===== src/sraf_pkg.sv =====
// Shared types, character codes and scaling constants for the sensor reading framer.
// Used by sraf_scale, sraf_fmt, sraf_ser and the top level; depends on nothing.

package sraf_pkg;

	localparam int unsigned LINE_BYTES = 16;
	localparam int unsigned IDX_W      = $clog2(LINE_BYTES);

	localparam logic [7:0] CH_COMMA = 8'h2C;
	localparam logic [7:0] CH_DOT   = 8'h2E;
	localparam logic [7:0] CH_MINUS = 8'h2D;
	localparam logic [7:0] CH_SPACE = 8'h20;
	localparam logic [7:0] CH_CR    = 8'd13;
	localparam logic [7:0] CH_ZERO  = 8'h30;

	localparam logic [7:0] TEMP_ZERO = 8'd69;

	// Reciprocal products: code*100/51 == (code*2056100) >> 20,
	// y*150/186 == (y*211425) >> 18 and y*55/69 == (y*209000) >> 18 for the input ranges.
	localparam logic [21:0] VOLT_RECIP     = 22'd2056100;
	localparam int unsigned VOLT_SHIFT     = 20;
	localparam logic [17:0] TEMP_POS_RECIP = 18'd211425;
	localparam logic [17:0] TEMP_NEG_RECIP = 18'd209000;
	localparam int unsigned TEMP_SHIFT     = 18;

	typedef struct packed {
		logic [7:0] cnt;
		logic [8:0] volt;
		logic [7:0] temp;
		logic       neg;
	} scaled_t;

	typedef logic [LINE_BYTES-1:0][7:0] line_t;
	typedef logic [2:0][3:0] dec3_t;

	// Three decimal digits of a 9-bit value (below 512), hundreds in entry 2.
	function automatic dec3_t dec3(input logic [8:0] v);
		logic [14:0] ph;
		logic [16:0] pt;
		logic [2:0]  h;
		logic [5:0]  q10;
		logic [5:0]  t;
		logic [8:0]  u;
		dec3_t       d;
		ph  = 15'({6'd0, v} * 15'd41);
		h   = ph[14:12];
		pt  = 17'({8'd0, v} * 17'd205);
		q10 = pt[16:11];
		t   = 6'(q10 - 6'({3'd0, h} * 6'd10));
		u   = 9'(v - 9'({3'd0, q10} * 9'd10));
		d[2] = {1'b0, h};
		d[1] = t[3:0];
		d[0] = u[3:0];
		return d;
	endfunction

	function automatic logic [7:0] ascii_digit(input logic [3:0] d);
		return 8'(CH_ZERO + {4'd0, d});
	endfunction

endpackage


===== src/sraf_scale.sv =====
// Input register and scaling stage: voltage hundredths and signed temperature.
// Depends on sraf_pkg for the scaled value struct and reciprocal constants.

module sraf_scale (
	input  logic             clk,
	input  logic             arst_n,
	input  logic             in_valid,
	output logic             in_ready,
	input  logic [7:0]       cnt_in,
	input  logic [7:0]       volt_in,
	input  logic [7:0]       temp_in,
	output logic             out_valid,
	input  logic             out_ready,
	output sraf_pkg::scaled_t out_val
);
	import sraf_pkg::*;

	logic       valid_s1;
	logic       valid_s2;
	logic [7:0] cnt_s1;
	logic [7:0] volt_s1;
	logic [7:0] temp_s1;
	scaled_t    val_s2;

	logic        s2_free;
	logic        s1_adv;
	logic        temp_pos;
	logic [7:0]  temp_dist;
	logic [17:0] temp_recip;
	logic [29:0] volt_prod;
	logic [25:0] temp_prod;
	scaled_t     val_next;

	assign s2_free  = !valid_s2 || out_ready;
	assign s1_adv   = valid_s1 && s2_free;
	assign in_ready = !valid_s1 || s2_free;

	always_comb begin
		temp_pos   = (temp_s1 >= TEMP_ZERO);
		temp_dist  = temp_pos ? 8'(temp_s1 - TEMP_ZERO) : 8'(TEMP_ZERO - temp_s1);
		temp_recip = temp_pos ? TEMP_POS_RECIP : TEMP_NEG_RECIP;
		volt_prod  = 30'({22'd0, volt_s1} * {8'd0, VOLT_RECIP});
		temp_prod  = 26'({18'd0, temp_dist} * {8'd0, temp_recip});
		val_next.cnt  = cnt_s1;
		val_next.volt = volt_prod[VOLT_SHIFT +: 9];
		val_next.temp = temp_prod[TEMP_SHIFT +: 8];
		val_next.neg  = !temp_pos;
	end

	always_ff @(posedge clk or negedge arst_n) begin
		if (!arst_n) begin
			valid_s1 <= 1'b0;
			valid_s2 <= 1'b0;
		end else begin
			valid_s1 <= (in_valid && in_ready) || (valid_s1 && !s2_free);
			valid_s2 <= s1_adv || (valid_s2 && !out_ready);
		end
	end

	always_ff @(posedge clk) begin
		if (in_valid && in_ready) begin
			cnt_s1  <= cnt_in;
			volt_s1 <= volt_in;
			temp_s1 <= temp_in;
		end
		if (s1_adv) begin
			val_s2 <= val_next;
		end
	end

	assign out_valid = valid_s2;
	assign out_val   = val_s2;

endmodule


===== src/sraf_fmt.sv =====
// Line formatter: turns scaled readings into the sixteen ASCII characters of a line.
// Depends on sraf_pkg for the decimal split and character codes.

module sraf_fmt (
	input  sraf_pkg::scaled_t val,
	output sraf_pkg::line_t   line
);
	import sraf_pkg::*;

	dec3_t cnt_d;
	dec3_t volt_d;
	dec3_t temp_d;

	always_comb begin
		cnt_d  = dec3({1'b0, val.cnt});
		volt_d = dec3(val.volt);
		temp_d = dec3({1'b0, val.temp});
		line[0]  = ascii_digit(cnt_d[2]);
		line[1]  = ascii_digit(cnt_d[1]);
		line[2]  = ascii_digit(cnt_d[0]);
		line[3]  = CH_COMMA;
		line[4]  = CH_SPACE;
		line[5]  = ascii_digit(volt_d[2]);
		line[6]  = CH_DOT;
		line[7]  = ascii_digit(volt_d[1]);
		line[8]  = ascii_digit(volt_d[0]);
		line[9]  = CH_COMMA;
		line[10] = CH_SPACE;
		line[11] = val.neg ? CH_MINUS : CH_SPACE;
		line[12] = ascii_digit(temp_d[2]);
		line[13] = ascii_digit(temp_d[1]);
		line[14] = ascii_digit(temp_d[0]);
		line[15] = CH_CR;
	end

endmodule


===== src/sraf_ser.sv =====
// Line serializer: holds one formatted line and shifts it out one word per handshake.
// Depends on sraf_pkg for the line type and its length.

module sraf_ser (
	input  logic            clk,
	input  logic            arst_n,
	input  logic            in_valid,
	output logic            in_ready,
	input  sraf_pkg::line_t line,
	output logic            out_valid,
	input  logic            out_ready,
	output logic [7:0]      out_byte,
	output logic            out_last
);
	import sraf_pkg::*;

	logic             busy_q;
	logic [IDX_W-1:0] idx_q;
	line_t            line_q;

	logic take;
	logic last;

	assign last      = (idx_q == IDX_W'(LINE_BYTES - 1));
	assign take      = busy_q && out_ready;
	assign in_ready  = !busy_q || (take && last);
	assign out_valid = busy_q;
	assign out_byte  = line_q[0];
	assign out_last  = last;

	always_ff @(posedge clk or negedge arst_n) begin
		if (!arst_n) begin
			busy_q <= 1'b0;
			idx_q  <= '0;
		end else if (in_valid && in_ready) begin
			busy_q <= 1'b1;
			idx_q  <= '0;
		end else if (take) begin
			busy_q <= !last;
			idx_q  <= IDX_W'(idx_q + 1'b1);
		end
	end

	// The word on the port is always the lowest byte; each handshake shifts the rest down.
	always_ff @(posedge clk) begin
		if (in_valid && in_ready) begin
			line_q <= line;
		end else if (take) begin
			line_q <= {8'd0, line_q[LINE_BYTES-1:1]};
		end
	end

endmodule


===== src/sensor_readings_ascii_framer_unit.sv =====
// Top level of the sensor reading framer: scale stage, formatter and line serializer.
// Depends on sraf_pkg, sraf_scale, sraf_fmt and sraf_ser.
//
//  Port group   Dir  Word layout (lowest bit first)                Ends a word
//  s_axis       in   counter_value, voltage_code, temperature_code s_tvalid & s_tready
//  m_axis       out  tx_byte; tlast = last_of_frame                 m_tvalid & m_tready
//
// A reading set passes the input register and the scaling register, then loads the
// line register; its sixteen words follow one per cycle while m_tready is high.
// The line register sets the sustained rate: one reading set per sixteen output words.
// Two further reading sets can wait in the input and scaling registers meanwhile.
// Reset clears the valid and busy flags and the word index; stalls on m_tready hold every stage in place.

module sensor_readings_ascii_framer_unit (
	input  logic        clk,
	input  logic        arst_n,
	input  logic        s_tvalid,
	output logic        s_tready,
	input  logic [23:0] s_tdata,   // counter_value, voltage_code, temperature_code
	output logic        m_tvalid,
	input  logic        m_tready,
	output logic [7:0]  m_tdata,   // tx_byte
	output logic        m_tlast
);
	import sraf_pkg::*;

	logic    scl_valid;
	logic    scl_ready;
	scaled_t scl_val;
	line_t   fmt_line;

	sraf_scale u_scale (
		.clk       (clk),
		.arst_n    (arst_n),
		.in_valid  (s_tvalid),
		.in_ready  (s_tready),
		.cnt_in    (s_tdata[7:0]),
		.volt_in   (s_tdata[15:8]),
		.temp_in   (s_tdata[23:16]),
		.out_valid (scl_valid),
		.out_ready (scl_ready),
		.out_val   (scl_val)
	);

	sraf_fmt u_fmt (
		.val  (scl_val),
		.line (fmt_line)
	);

	sraf_ser u_ser (
		.clk       (clk),
		.arst_n    (arst_n),
		.in_valid  (scl_valid),
		.in_ready  (scl_ready),
		.line      (fmt_line),
		.out_valid (m_tvalid),
		.out_ready (m_tready),
		.out_byte  (m_tdata),
		.out_last  (m_tlast)
	);

	// A line that is still being sent keeps the port busy after a word that is not its last.
	a_line_continues: assert property (@(posedge clk) disable iff (!arst_n)
		m_tvalid && m_tready && !m_tlast |=> m_tvalid)
		else $error("line stopped before its carriage return");

	// A fresh line never starts on its last word.
	a_fresh_line: assert property (@(posedge clk) disable iff (!arst_n)
		$rose(m_tvalid) |-> !m_tlast)
		else $error("new line started on its final word");

	// The word that closes a line is the carriage return.
	a_last_is_cr: assert property (@(posedge clk) disable iff (!arst_n)
		m_tvalid && m_tlast |-> m_tdata == CH_CR)
		else $error("line closed by a word other than carriage return");

endmodule


===== config.mk =====
export PLATFORM = sky130hd
export DESIGN_NAME = sensor_readings_ascii_framer_unit
export DESIGN_NICKNAME = d
export VERILOG_FILES = /design/src/sraf_pkg.sv /design/src/sraf_scale.sv /design/src/sraf_fmt.sv /design/src/sraf_ser.sv /design/src/sensor_readings_ascii_framer_unit.sv
export SDC_FILE = /design/constraint.sdc
export NUM_CORES = 1
export LEC_CHECK = 0
export BUFFER_PORTS_ARGS = -buffer_cell sky130_fd_sc_hd__clkbuf_2
export CORE_MARGIN = 5
export CORE_UTILIZATION = 40
export DETAILED_ROUTE_END_ITERATION = 8
export HOLD_SLACK_MARGIN = 0.12
export PLACE_DENSITY = 0.52
export SLEW_MARGIN = 20
export SYNTH_ARGS = -nofsm -noshare
export SYNTH_HDL_FRONTEND = slang
export SYNTH_SLANG_ARGS = --single-unit

===== constraint.sdc =====
create_clock -name clk -period 14.2 [get_ports clk]
set_input_delay 1.42 -clock clk [delete_from_list [all_inputs] [get_ports clk]]
set_output_delay 1.42 -clock clk [all_outputs]
set_load 0.005 [all_outputs]

==> flow_summary_export.csv <==
group,metric,value,unit
sta,max_clock_freq,142,MHz
finish,nFillCells,3547,
route,vias,9327,
die,start_util,40.5,%
global_route,grt_usage,14.2,%
sta,tightest_slew,0.882,ns
die,coreArea,36600,µm²
clock_tree,clk_path_buf_depth,2,
clock_tree,clk_pin_slew,0.07,ns
sta,layout_min_cycle_time,7.05,ns
clock_tree,cts_root_buf,"clkbuf_16",
die,fp.dieW,203,µm
synth,synth_seq_cells,145,
clock_tree,cts_buffers,17,
place,port_buffers,36,
setup_path,cp_data_arrival_time,7.33,ns
clock_tree,worstSkewPairLatency,0.44,ns
sta,slew_viol_final,0,
route,drt_wl_total,27.1,mm
route,drtPass1Iterations,4,
clock_tree,post_cts_buffers,0,
finish,drive_gt1_share,6.33,%
setup_path,r2r_cells,29,
synth,async_reset_ff_share,4.83,%
sta,rsz0062_at_grt,"no",
route,drc_errors,0,
route,top_layer_used,"met4",
synth,synth-edff-count,107,
clock_tree,clock-sinks,145,
synth,syn-cell-area,14800,µm²
setup_path,cpPeakStageDelay,0.54,ns
pwr,p_comb_share,47.3,%
status,status,"complete, no violations",
synth,ys_seq_area_share,27.0,%
synth,netlist_instances,1429,
synth,synth_area_leader_cell,"ha_1",
sta,hold_violations,0,
global_route,grt_max_degree,81,
sta,period_share,49.7,%
sta,setup_violations,0,
sta,relSlewSlack,40.7,%
die,ios,39,
pwr,vdd_drop_max,0.0908,mV
clock_tree,cts-hold-fix-buffers,0,
pwr,intPower,1.20,mW
place,place_congestion,0.829,
place,place_hpwl,21.4,mm
run,max_cap_viol_count,0,
finish,antenna_cells,0,
setup_path,cp_common_cell,"inv_1",
route,viasPerCell,4.81,
clock_tree,cts.repair.resized,0,
setup_path,path_class,"reg -> reg",
route,drt_iter0_drc,330,
route,antenna_left,0,
synth,yosys_warnings,0,
route,wl_met2,13.4,mm
place,place_inst,1906,
finish,syn_to_final_growth,8.50,%
finish,final_nets,1940,
synth,syn_area_per_cell,10.4,µm²
setup_path,crit_path_start_kind,"flip-flop",
setup_path,path_max_fanout,13,
route,wl_met3,658,µm
finish,post_layout_nonfiller_instances,1938,
hold_path,hold_depth,0,
die,die_h,203,µm
pwr,switching_share,37.4,%
synth,synth-main-ff-cell,"edfxtp_1",
pwr,p_sw,717,µW
route,avgRoutedWirePerCell,14.0,µm
route,wl_met1,12.7,mm
finish,final_core_util,44.0,%
setup_path,cp_data_required_time,14.48,ns
global_route,grt-ovfl-total,0,
synth,yosysMostFrequentCell,"ha_1",
synth,synth_cell_types,54,
clock_tree,htreeDepth,4,
die,dieArea,41000,µm²
setup_path,end_kind,"flip-flop",
pwr,powerDensity,119,nW/µm²
synth,synth.top_cells.by_count,"ha_1 (322), inv_1 (282), nand2_1 (151)",
synth,synth.top_cell.area_share,27.2,%
clock_tree,cts_tree,"done",
die,num_rows,70,
global_route,grt_pass1_vias,9991,
pwr,static-leakage-power,8.17,nW
synth,netlist_top_cells_area,"ha_1 (27%), edfxtp_1 (22%), fa_1 (18%)",
sta,clock-skew-final,0.0129,ns
setup_path,crit_path_top_delay_cell,"fa_1",
global_route,antenna_found_initial,0,
hold_path,worst_hold_path_type,"reg -> reg",
sta,tns,0,ns
global_route,grt_pass1_wl,47.7,mm
pwr,power_frac_seq,28.3,%
pwr,clkPwrFrac,24.4,%
[area by class of cell]
| class | count | area (µm²) | share of cell area (%) |
|---|---|---|---|
| Clock inverter | 14 | 169 | 1.05 |
| Multi-Input combinational cell | 968 | 9610 | 59.7 |
| Tap cell | 468 | 586 | 3.64 |
| Timing Repair Buffer | 43 | 233 | 1.45 |
| Sequential cell | 145 | 4010 | 24.9 |
| Inverter | 282 | 1060 | 6.58 |
| Clock buffer | 18 | 429 | 2.67 |
[cell families (layout without fill, tap and decap cells)]
group	count (synthesis)	in the layout	share of synthesized area, %
fa+ha+maj	455	455	45.1
buf+inv	319	357	8.29
simple gates	283	283	8.36
compound gates	153	153	6.79
flops	145	145	27.0
xor+xnor	71	71	4.29
other cells	2	5	0.0506
mux	1	1	0.0675
[registers in the layout, indices dropped and copies added, names as in the netlist]
register	cells
u_ser.out_valid	1
u_scale.volt_s1	8
u_scale.out_val	26
u_ser.idx_q	4
u_ser.line_q	82
u_scale.cnt_s1	8
u_ser.out_byte	6
u_scale.valid_s1	1
u_scale.temp_s1	8
u_scale.out_valid	1
[metal layers]
| metal | global-route usage, % | vias to the layer above |
|---|---|---|
| met2 | 25.2 | 90 |
| met3 | 2.33 | 27 |
| met1 | 17.9 | 4449 |
| met4 | 3.90 | 0 |
| met5 | 0 | - |
| li1 | - | 4761 |
[power groups by stage]
stage	Sequential (mW)	Clock (mW)	Combinational [mW]
2_1_floorplan	0.545	0	0.735
3_3_place_gp	0.553	0	0.912
3_5_place_dp	0.554	0	0.927
4_1_cts	0.545	0.484	0.937
5_1_grt	0.549	0.501	1.08
6_report	0.544	0.468	0.908
[stage by stage]
stage          setup slack, ns  instance area, µm²  total power, mW  hold WS, ns
2_1_floorplan             7.98               14800             1.28        0.400
3_3_place_gp              7.35               15500             1.47        0.403
3_5_place_dp              7.17               15500             1.48        0.405
4_1_cts                   7.14               16100             1.97        0.420
5_1_grt                   6.56               16100             2.13        0.426
6_report                  7.15               16100             1.92        0.419
[worst max-delay path, delay by kind of cell, from the launching register on]
kind	cells	cell delay, ns
flip-flops	1	0.41
adder cells (fa/ha/maj)	6	2.35
buffers and inverters	7	1.08
AND/OR/NAND/NOR	6	1.10
AO/OA/AOI/OAI	9	1.74
XOR/XNOR	1	0.21
[final timing paths]
check                                             startpoint                       endpoint  slack [ns]
worst max-delay path            u_scale.temp_s1[0]$_DFFE_PP_   u_scale.out_val[8]$_DFFE_PP_        7.15
worst min-delay path             u_scale.cnt_s1[4]$_DFFE_PP_  u_scale.out_val[22]$_DFFE_PP_        0.42
min in group asynchronous                             arst_n    u_ser.out_valid$_DFFE_PN0P_        0.81
worst max register to register  u_scale.temp_s1[0]$_DFFE_PP_   u_scale.out_val[8]$_DFFE_PP_        7.15
max in group asynchronous                             arst_n     u_ser.idx_q[0]$_DFFE_PN0P_       13.22
worst min register to register   u_scale.cnt_s1[4]$_DFFE_PP_  u_scale.out_val[22]$_DFFE_PP_        0.42
[layout by cell type (no fill, tap or decap), drive strengths merged, types with 2 or more instances in the layout]
cell type	n
and3	12
nand2	151
dfxtp	31
nor2	37
nand2b	4
nand4	3
a2111oi	6
clkbuf	54
nand3	45
and2	6
o211ai	5
nor2b	5
a21o	6
ha	322
xnor2	48
a211oi	7
a22o	4
nor3	8
bufinv	2
fa	133
o21a	11
o21bai	3
inv	290
o31a	2
xor2	22
o21ai	42
edfxtp	107
dfrtp	7
o31ai	3
buf	7
conb	5
clkinvlp	3
or2	8
o41ai	3
a21oi	53
a41o	3
(Power assumes the default switching activity.)
